$ cat src/hdl/vlal_pkg.sv
`default_nettype none
// ----------------------------------------------------------------------------
// vlal_pkg
// Shared codes, constants and controller/datapath interface types of the
// video-to-audio leak block.
// ----------------------------------------------------------------------------
package vlal_pkg;

  localparam logic [2:0] CMD_TABLE = 3'd0;
  localparam logic [2:0] CMD_PIXEL = 3'd1;
  localparam logic [2:0] CMD_LINE  = 3'd2;
  localparam logic [2:0] CMD_FRAME = 3'd3;
  localparam logic [2:0] CMD_AUDIO = 3'd4;

  localparam logic [1:0] CFG_SAMPLE_RATE = 2'd0;
  localparam logic [1:0] CFG_FIRST_LINE  = 2'd1;
  localparam logic [1:0] CFG_LAST_LINE   = 2'd2;
  localparam logic [1:0] CFG_LEAK_ENABLE = 2'd3;

  // Divider operand selections.
  localparam logic [2:0] DSEL_LINE  = 3'd0;
  localparam logic [2:0] DSEL_FRAME = 3'd1;
  localparam logic [2:0] DSEL_NOISE = 3'd3;
  localparam logic [2:0] DSEL_LPH   = 3'd4;

  localparam int SUM_W  = 48;
  localparam int DVSR_W = 22;

  localparam logic [17:0] NOISE_HZ = 18'd44100;
  localparam logic [17:0] LINE_HZ  = 18'd15000;
  // ceil(2^18 / 5): exact division by five for operands below 2^18.
  localparam logic [15:0] DIV5_RECIP = 16'd52429;
  localparam logic signed [47:0] PIX_OFFSET = 48'sd65536;
  localparam logic [11:0] COUNT_FULL = 12'd4095;

  localparam logic [1:0] NOISE_PATTERN [16] = '{
    2'd2, 2'd1, 2'd1, 2'd1, 2'd3, 2'd2, 2'd1, 2'd1,
    2'd2, 2'd1, 2'd1, 2'd1, 2'd3, 2'd2, 2'd1, 2'd1
  };

  typedef struct packed {
    logic       latch_in;
    logic       tbl_wr;
    logic       px_add;
    logic       div_start;
    logic [2:0] dsel;
    logic       line_wr;
    logic       frame_wr;
    logic       mul_ld;
    logic       t1_ld;
    logic       t1_fin;
    logic       res_ld;
    logic       pass_ld;
    logic       noise_upd;
    logic       lph_upd;
    logic       step;
    logic       load_out;
    logic       clr;
  } vlal_cmd_t;

  typedef struct packed {
    logic [2:0] cmd_code;
    logic       clr_last;
    logic       div_done;
    logic       count_zero;
    logic       frame_ok;
    logic       enable;
    logic       steps_zero;
    logic       out_free;
  } vlal_stat_t;

endpackage
`default_nettype wire

$ cat src/hdl/vlal_ctrl.sv
`default_nettype none
// ----------------------------------------------------------------------------
// vlal_ctrl
// Controller: sequences the clearing sweep and each command through the
// datapath.
// ----------------------------------------------------------------------------
module vlal_ctrl
  import vlal_pkg::*;
(
  input  wire             clk,
  input  wire             rst_n,
  input  wire             in_valid,
  output logic            in_stall,
  output vlal_cmd_t       cmd,
  input  wire vlal_stat_t stat
);

  localparam logic [3:0] S_CLR   = 4'd0;
  localparam logic [3:0] S_IDLE  = 4'd1;
  localparam logic [3:0] S_DISP  = 4'd2;
  localparam logic [3:0] S_PXADD = 4'd3;
  localparam logic [3:0] S_LDIV  = 4'd4;
  localparam logic [3:0] S_FDIV  = 4'd5;
  localparam logic [3:0] S_MUL   = 4'd6;
  localparam logic [3:0] S_T1    = 4'd7;
  localparam logic [3:0] S_NDIV  = 4'd8;
  localparam logic [3:0] S_LPDIV = 4'd9;
  localparam logic [3:0] S_STEP  = 4'd10;
  localparam logic [3:0] S_OUT   = 4'd11;

  logic [3:0] state_r;
  logic [3:0] state_nxt;

  always_ff @(posedge clk) begin
    if (!rst_n) state_r <= S_CLR;
    else state_r <= state_nxt;
  end

  assign in_stall = state_r != S_IDLE;

  always_comb begin
    cmd       = '0;
    state_nxt = state_r;
    case (state_r)
      S_CLR: begin
        cmd.clr = 1'b1;
        if (stat.clr_last) state_nxt = S_IDLE;
      end
      S_IDLE: begin
        if (in_valid) begin
          cmd.latch_in = 1'b1;
          state_nxt    = S_DISP;
        end
      end
      S_DISP: begin
        case (stat.cmd_code)
          CMD_TABLE: begin
            cmd.tbl_wr = 1'b1;
            state_nxt  = S_IDLE;
          end
          CMD_PIXEL: state_nxt = S_PXADD;
          CMD_LINE: begin
            if (stat.count_zero) begin
              cmd.line_wr = 1'b1;
              state_nxt   = S_IDLE;
            end else begin
              cmd.div_start = 1'b1;
              cmd.dsel      = DSEL_LINE;
              state_nxt     = S_LDIV;
            end
          end
          CMD_FRAME: begin
            if (!stat.frame_ok) begin
              cmd.frame_wr = 1'b1;
              state_nxt    = S_IDLE;
            end else begin
              cmd.div_start = 1'b1;
              cmd.dsel      = DSEL_FRAME;
              state_nxt     = S_FDIV;
            end
          end
          CMD_AUDIO: begin
            if (stat.enable) begin
              cmd.mul_ld = 1'b1;
              state_nxt  = S_MUL;
            end else begin
              cmd.pass_ld = 1'b1;
              state_nxt   = S_OUT;
            end
          end
          default: state_nxt = S_IDLE;
        endcase
      end
      S_PXADD: begin
        cmd.px_add = 1'b1;
        state_nxt  = S_IDLE;
      end
      S_LDIV: begin
        if (stat.div_done) begin
          cmd.line_wr = 1'b1;
          state_nxt   = S_IDLE;
        end
      end
      S_FDIV: begin
        if (stat.div_done) begin
          cmd.frame_wr = 1'b1;
          state_nxt    = S_IDLE;
        end
      end
      S_MUL: begin
        cmd.t1_ld = 1'b1;
        state_nxt = S_T1;
      end
      S_T1: begin
        cmd.t1_fin    = 1'b1;
        cmd.div_start = 1'b1;
        cmd.dsel      = DSEL_NOISE;
        state_nxt     = S_NDIV;
      end
      S_NDIV: begin
        if (stat.div_done) begin
          cmd.res_ld    = 1'b1;
          cmd.noise_upd = 1'b1;
          cmd.div_start = 1'b1;
          cmd.dsel      = DSEL_LPH;
          state_nxt     = S_LPDIV;
        end
      end
      S_LPDIV: begin
        if (stat.div_done) begin
          cmd.lph_upd = 1'b1;
          state_nxt   = S_STEP;
        end
      end
      S_STEP: begin
        if (stat.steps_zero) state_nxt = S_OUT;
        else cmd.step = 1'b1;
      end
      S_OUT: begin
        if (stat.out_free) begin
          cmd.load_out = 1'b1;
          state_nxt    = S_IDLE;
        end
      end
      default: state_nxt = S_IDLE;
    endcase
  end

endmodule
`default_nettype wire

$ cat config.mk
export PLATFORM = sky130hd
export DESIGN_NAME = vlal_ctrl
export DESIGN_NICKNAME = d
export VERILOG_FILES = /design/src/hdl/vlal_pkg.sv /design/src/hdl/vlal_ctrl.sv
export SDC_FILE = /design/constraint.sdc
export NUM_CORES = 1
export LEC_CHECK = 0
export ABC_AREA = 1
export BUFFER_PORTS_ARGS = -buffer_cell sky130_fd_sc_hd__buf_4
export CAP_MARGIN = 15
export CORE_MARGIN = 8
export CORE_UTILIZATION = 38
export DETAILED_ROUTE_END_ITERATION = 10
export GPL_TIMING_DRIVEN = 0
export PLACE_DENSITY = 0.8
export SLEW_MARGIN = 20
export SYNTH_ARGS = -nofsm -noshare
export SYNTH_HDL_FRONTEND = slang
export SYNTH_SLANG_ARGS = --single-unit
$ cat constraint.sdc
create_clock -name clk -period 1.42 [get_ports clk]
set_input_delay 0.426 -clock clk [delete_from_list [all_inputs] [get_ports clk]]
set_output_delay 0.426 -clock clk [all_outputs]
set_load 0.01 [all_outputs]
==> results.toml, run 1 <==
[sta]
rsz0062_at_grt = "yes"
worst_slack_ps = -352
period_share_pct = 125
worstMarginPinSlew_ps = 276
hold_viol_final = 0
skew_ps = 13.1
finalSetupViolations = 20
slew_viol_final = 0
fmax_mhz = 564
relSlewSlack_pct = 81.6
min_period_ps = 1770

[power_and_ir_drop]
power_leakage_nw = 0.714
vdd_drop_max_mv = 0.449
total_power_uw = 813
powerDensity_mw_per_mm2 = 664

[finish]
seq_area_um2 = 95.1
final_common_cell = "buf_4"
multi_input_area_um2 = 583
largest_reg_flops = 4
fillCellCount = 82
instances_no_fill = 183
num_antenna_cells = 0
finalNetCount = 182
largest_registers = "state_r x4"
final_cell_mix = "buf_4, nand2_1, inv_1, nor2_1, buf_6"
finalCoreUtilization_pct = 83.2
design_area_mm2 = 0.00122
regMostFlops = "state_r"
drive_gt1_share_pct = 59.9
area_growth_pct = 110

[run_status]
violations = "negative setup slack"
status = "complete, but fails checks"

[placement]
hpwl_um = 1700
dp.cells = 166
finalWeightedCongestion = 0.839
io_buffers = 32
dpl_cell_area_um2 = 863

[worst_hold_path]
worstHoldEndpoint = "state_r[2]"
holdPathStages = 3
holdCritPathClass = "primary input to flop"
hp-start = "rst_n"

[clocking]
ctsHoldBuffers = 0
clock-sinks = 4
ctsLongestPathBuffers = 2
htreeDepth = 1
cts_buffers = 3
cts_tree = "built"
root_buffer = "clkbuf_4"
cts.clk_slew.worst_paths_ps = 50
clk_latency_ps = 250

[setup_path]
rr_startpoint = "state_r[1]"
crit_path_start_kind = "flop"
crit_chain = "inv_2, nor2_2, nand2_1, nor2_1, buf_4"
r2r_cells = 10
timing.rr.end = "state_r[3]"
arrival_ps = 1350
critPathMaxStageDelay_ps = 400
r2r_slack_ps = 30
end_kind = "output pin"
critPathBufInv = 2
crit_fanout = 5
cp_num_cells = 5
worstPathRequired_ps = 990
cpMaxStageDelayCell = "dfxtp_4"
path_delay_family = "simple AND/OR/NAND/NOR gates"
worstSetupPathType = "flop to output pin"

[die]
core-area_mm2 = 0.00147
initial_core_util_pct = 39.7
die_area_mm2 = 0.00305
fp.dieW_um = 55.2
die_y_um = 55.2
rows = 14
ios = 33

[yosys]
syn_nets = 131
synth_largest_area_cell = "nand2_1"
synth_top_area_share_pct = 23.1
yosysWarnings = 0
synth-seq-cells = 4
synthCells = 118
syn_area_um2 = 584
synth.avg_cell_area_um2 = 4.95
synth_area_leaders = "nand2_1, nor2_1, dfxtp_1"
ys_types = 21
yosysSeqAreaShare_pct = 13.7

[run]
cap_violations = 0

[global_routing]
grt_pass1_wl_um = 4180
antenna_found_initial = 0
grt_max_degree = 8
grt_usage_pct = 16.2
first_global_vias = 923
grt-ovfl-total = 0

[drt]
drtIter0Drc = 48
postRouteAntennaNets = 0
routed_wl_um = 2930
vias = 987
dr.pass1.iters = 4
drc = 0
avgViaCountPerCell = 5.39
wire_per_inst_um = 16.0
[how the worst max path moves through the flow]
stage / slack [ps] / to / start
floorplan: -10 / cmd[10] / stat[9]
global placement: -280 / cmd[15] / stat[9]
detailed placement: -310 / cmd[15] / stat[9]
CTS: -300 / cmd[10] / state_r[1]
global route: -450 / cmd[18] / state_r[0]
finish: -350 / cmd[18] / state_r[0]
[final cells by class]
class	count	area share [%]
plain buffers	2	1.84
well taps	16	1.63
clock buffers	3	1.84
multi-input cells	90	47.6
repair buffers	46	32.0
inverters	22	7.35
flip-flops and latches	4	7.76
[worst register-to-register path, stage by stage (launching register included)]
cell and delay, ps:
dfxtp_4 370, buf_4 140, nand2_2 120, inv_2 80, nand2_4 80, buf_4 100, nand2_1 60, nor2_1 130
nand2_1 60, nand2_1 80, a21oi_2 50
[what timing repair did]
action,CTS,global route
endpoints found under the setup margin,20,23
resized for setup,38,35
setup buffers,8,6
pin swaps,12,14
[power breakdown]
part / total [mW] / leakage (nW) / switching [mW] / internal, mW
clock network: 0.155 / 0.0138 / 0.0600 / 0.0954
registers: 0.175 / 0.0355 / 0.0421 / 0.133
logic: 0.483 / 0.665 / 0.277 / 0.206
total: 0.813 / 0.714 / 0.379 / 0.435
[cells by family after synthesis]
family | after synthesis | share of synthesized area [%]
buffers and inverters | 24 | 16.7
and+or+nand+nor | 81 | 59.7
AOI/OAI and AO/OA | 9 | 9.85
DFF | 4 | 13.7
[Yosys cell counts]
library cell and count:
nor2_2 1, nand2_2 1, nand2_1 36, dfxtp_1 4
nand3_1 9, buf_4 2, inv_2 1, a21oi_1 1
nor2_1 25, nor2_4 1, o32ai_1 1, inv_1 21
o31ai_1 1, nor4_1 1, a21oi_2 1, nand4_1 3
or2_1 1, o21ai_0 4, nor3_1 1, o211ai_1 1
nand3b_1 2
[routing by layer]
metal | share of wire, % | vias to the layer above | routed length, um | track usage (%)
met3 | 8.4 | 6 | 245 | 5.25
met4 | 1.7 | 0 | 51 | 12.3
met5 | 0 | - | 0 | 0
met2 | 53 | 62 | 1560 | 27.9
li1 | - | 471 | - | -
met1 | 37 | 448 | 1070 | 15.5
[stage by stage]
step / setup WS (ps) / hold slack, ps / setup TNS (ps)
detailed placement: -309 / 555 / -2030
global placement: -283 / 544 / -1650
floorplan: -10.5 / 505 / -15.7
finish: -352 / 393 / -5080
global route: -446 / 424 / -6250
CTS: -297 / 393 / -4290
(Power assumes the default switching activity.)
==> run 2, diff against run 1 <==
GPL_TIMING_DRIVEN = 1   (was 0)
==> run 2 against run 1 <==
Net effect:
- count of clock-buffer cells in the layout did not move
- routed wire length rose by 8.9%
- clock skew fell by 9.0 ps
- critical path depth fell by 1
- register-to-register slack got worse by 200 ps
- setup slack got worse by 50 ps
- sequential share of layout area fell by 0.70 points
- global-route usage fell by 0.068 points
- cell count rose by 7.7%
- combinational power rose by 27%
- the flow still finishes with violations (negative setup slack)
- worst hold slack improved by 6.3 ps
==> results.toml, run 2 (synthesis gave the netlist of run 1 again) <==
[global_routing]
met1_usage_pct = 16.3
grt_usage_pct = 16.1
grt_max_degree = 7
first_global_vias = 1023
grt-ovfl-total = 0
use_met2_pct = 29.5
antenna_found_initial = 0
grt_pass1_wl_um = 4360
grt_util_met3_pct = 4.57
grt_busiest_layer = "met2"

[clocking]
clk_latency_ps = 240
clock-sinks = 4
ctsLongestPathBuffers = 2
root_buffer = "clkbuf_4"
cts_buffers = 3
cts_tree = "built"
ctsHoldBuffers = 0
htreeDepth = 1
cts.clk_slew.worst_paths_ps = 40

[placement]
dpl_cell_area_mm2 = 0.00102
dp.cells = 187
io_buffers = 32
finalWeightedCongestion = 0.830
hpwl_um = 1910

[worst_hold_path]
hp-start = "rst_n"
holdCritPathClass = "primary input to flop"

[sta]
relSlewSlack_pct = 79.6
min_period_ps = 1820
skew_ps = 4.15
worstMarginPinSlew_ps = 304
rsz0062_at_grt = "yes"
finalSetupViolations = 24
worst_slack_ps = -402
fmax_mhz = 549
slew_viol_final = 0
timing.hold.ws_ps = 400
hold_viol_final = 0
period_share_pct = 128

[drt]
routed_wl_um = 3190
wire_per_inst_um = 16.2
drc = 0
dr.pass1.iters = 4
vias = 1065
postRouteAntennaNets = 0
avgViaCountPerCell = 5.41
drtIter0Drc = 39

[die]
fp.dieW_um = 55.2
die_y_um = 55.2
die_area_mm2 = 0.00305
initial_core_util_pct = 39.7
ios = 33
rows = 14
core-area_mm2 = 0.00147

[setup_path]
worstPathRequired_ps = 990
crit_path_start_kind = "flop"
arrival_ps = 1400
crit_start = "state_r[0]"
end_kind = "output pin"
worstSetupPathType = "flop to output pin"
crit_fanout = 4
rr_startpoint = "state_r[1]"

[finish]
area_growth_pct = 118
final_common_cell = "buf_4"
fillCellCount = 77
regMostFlops = "state_r"
final_cell_mix = "buf_4, nand2_1, inv_1"
finalCoreUtilization_pct = 86.7
design_area_mm2 = 0.00128
drive_gt1_share_pct = 59.7
largest_reg_flops = 4
num_antenna_cells = 0
instances_no_fill = 197
largest_registers = "state_r x4"
finalNetCount = 196

[power_and_ir_drop]
total_power_uw = 920
vdd_drop_max_mv = 0.689
power_leakage_nw = 0.735
powerDensity_mw_per_mm2 = 721

[run]
cap_violations = 0

[run_status]
status = "complete, but fails checks"
violations = "negative setup slack"
run 2: routing by layer:
metal | wire length, um | share of wire, % | vias to the layer above
li1 | - | - | 496
met1 | 1190 | 37 | 504
met2 | 1740 | 54 | 55
met3 | 189 | 5.9 | 10
met4 | 75 | 2.4 | 0
met5 | 0 | 0 | -
run 2: worst paths after layout:
| kind | to | cells past startpoint | slack (ps) |
|---|---|---|---|
| min reg2reg | state_r[3] | 2 | 560 |
| min | state_r[2] | 3 | 400 |
| max reg2reg | state_r[0] | 11 | -170 |
| max | cmd[11] | 4 | -400 |
run 2: report_power, final:
part	internal, mW	total (mW)	switching [mW]	leakage (nW)
Sequential	0.131	0.160	0.0290	0.0349
Combinational	0.288	0.615	0.327	0.686
Clock	0.0947	0.144	0.0495	0.0138
run 2: stage by stage:
| stage | setup slack [ps] | TNS [ps] |
|---|---|---|
| 2_1_floorplan | -10.5 | -15.7 |
| 3_3_place_gp | -236 | -1270 |
| 6_report | -402 | -5540 |
| 4_1_cts | -287 | -4180 |
| 3_5_place_dp | -261 | -1480 |
| 5_1_grt | -462 | -6750 |
run 2: layout make-up:
cell class | count | area, um2 | area share [%]
inverters | 22 | 85.1 | 6.67
well taps | 16 | 20.0 | 1.57
multi-input cells | 90 | 552 | 43.2
clock buffers | 3 | 22.5 | 1.76
flip-flops and latches | 4 | 90.1 | 7.06
repair buffers | 62 | 507 | 39.7
run 2: worst max-delay path: stages, from the launching register on:
cell,delay (ps)
dfxtp_2,350
nor2_2,220
inv_1,100
o32ai_1,300
buf_4,190
run 2: what timing repair did:
| item | in CTS | in global routing |
|---|---|---|
| pin swaps | 8 | 9 |
| setup buffers | 4 | 3 |
| endpoints found under the hold margin | 0 | 0 |
| setup endpoints to repair | 22 | 24 |
| gates resized for setup | 24 | 36 |
==> run 3, diff against run 2 <==
BUFFER_PORTS_ARGS = default   (was -buffer_cell sky130_fd_sc_hd__buf_4)
CORE_UTILIZATION = 45   (was 38)
DONT_BUFFER_PORTS = 1   (was default)
PLACE_DENSITY = 0.69   (was 0.8)
==> run 3 against run 2 <==
Net effect:
- the run still ends with negative setup slack left
- sequential share of layout area up 2.7 points
- flip-flop and latch count unchanged
- via count fell by 20%
- count of clock-buffer cells in the layout did not move
- highest routed layer unchanged
==> results.toml, run 3 (synthesis gave the netlist of run 1 again) <==
[run_status]
status = "complete, but fails checks"
violations = "negative setup slack"

[clocking]
cts_buffers = 3
ctsLongestPathBuffers = 2
clock-sinks = 4
root_buffer = "clkbuf_4"
cts_tree = "built"
htreeDepth = 1
clk_latency_ps = 230
cts.clk_slew.worst_paths_ps = 40

[power_and_ir_drop]
power_leakage_nw = 0.509
vdd_drop_max_mv = 0.572
powerDensity_mw_per_mm2 = 845
total_power_uw = 820

[setup_path]
end_kind = "output pin"
worstPathRequired_ps = 990
critPathMaxStageDelay_ps = 370
crit_path_start_kind = "flop"
rr_startpoint = "state_r[1]"
r2r_cells = 11
worstSetupPathType = "flop to output pin"
arrival_ps = 1240
r2r_slack_ps = -60
timing.rr.end = "state_r[0]"
crit_fanout = 5
cpMaxStageDelayCell = "dfxtp_4"
crit_chain = "nor2_2, nand2_4, o31ai_2, buf_4"

[sta]
period_share_pct = 117
hold_viol_final = 0
skew_ps = 3.29
finalSetupViolations = 21
min_period_ps = 1660
slew_viol_final = 0
worst_slack_ps = -243
timing.hold.ws_ps = 299
relSlewSlack_pct = 84.6
fmax_mhz = 601
worstMarginPinSlew_ps = 231
rsz0062_at_grt = "yes"
tns_ps = -3040

[worst_hold_path]
worstHoldEndpoint = "state_r[2]"
hp-start = "rst_n"
holdPathStages = 2
holdCritPathClass = "primary input to flop"

[finish]
drive_gt1_share_pct = 48.2
num_antenna_cells = 0
final_cell_mix = "nand2_1, buf_4, inv_1, nor2_1, nor2_4"
final_common_cell = "nand2_1"
regMostFlops = "state_r"
largest_registers = "state_r x4"
finalNetCount = 154
area_growth_pct = 66.2
largest_reg_flops = 4
design_area_um2 = 971
finalCoreUtilization_pct = 77.5
instances_no_fill = 154

[placement]
dp.cells = 148
io_buffers = 0
hpwl_um = 1550
dp_slack_ps = -92.3
finalWeightedCongestion = 0.877
dpl_cell_area_um2 = 734

[die]
die_area_mm2 = 0.00271
core-area_mm2 = 0.00125
initial_core_util_pct = 46.7
fp.dieW_um = 52.0
die_y_um = 52.0
rows = 13
ios = 33

[drt]
wire_per_inst_um = 14.0
wl_met1_um = 790
drtIter0Drc = 46
wl_met2_um = 1080
postRouteAntennaNets = 0
dr.pass1.iters = 4
avgViaCountPerCell = 5.53
routed_wl_um = 2150
wl_met3_um = 269
vias = 852
top_layer = "met4"
drc = 0

[global_routing]
antenna_found_initial = 0
grt_max_degree = 8
grt-ovfl-total = 0
first_global_vias = 765
grt_pass1_wl_um = 3110
grt_usage_pct = 14.3

[run]
cap_violations = 0
run 3: how the worst max path moves through the flow:
stage               start      end  slack (ps)  depth (start not counted)
3_3_place_gp   state_r[0]  cmd[15]         -50                          5
3_5_place_dp   state_r[0]  cmd[15]         -90                          5
4_1_cts        state_r[3]  cmd[15]        -230                          5
2_1_floorplan     stat[9]  cmd[10]         -10                          3
5_1_grt        state_r[3]  cmd[10]        -280                          4
6_report       state_r[3]  cmd[10]        -240                          4
run 3: area by class of cell:
type                    count  area, um2
fillers                   102        282
inverters                  22       95.1
repair buffers             20        173
flip-flops and latches      4       95.1
multi-input cells          90        567
clock buffers               3       22.5
well taps                  15       18.8
run 3: power breakdown:
| group | switching [mW] | leakage, nW | total (mW) | internal, mW |
|---|---|---|---|---|
| registers | 0.0430 | 0.0355 | 0.176 | 0.133 |
| logic | 0.284 | 0.460 | 0.504 | 0.220 |
| clock network | 0.0458 | 0.0138 | 0.140 | 0.0945 |
run 3: worst max-delay path, delay by kind of cell, from the launching register on:
family                 cells  cell delay, ps
and+or+nand+nor            2             310
AOI/OAI and AO/OA          1             180
buffers and inverters      1             150
DFF                        1             370
run 3: what timing repair did:
| item | in CTS | in global routing |
|---|---|---|
| pin swaps | 5 | 11 |
| cloned | 0 | 0 |
| hold endpoints to repair | 0 | 0 |
| setup buffers | 1 | 2 |
| hold buffers | 0 | 0 |
| setup endpoints to repair | 21 | 23 |
| resized for setup | 26 | 39 |
run 3: layer usage:
layer / up-vias / track usage [%]
met2: 46 / 24.0
met5: - / 0
met3: 2 / 4.84
met1: 390 / 15.9
met4: 0 / 5.75
li1: 414 / -
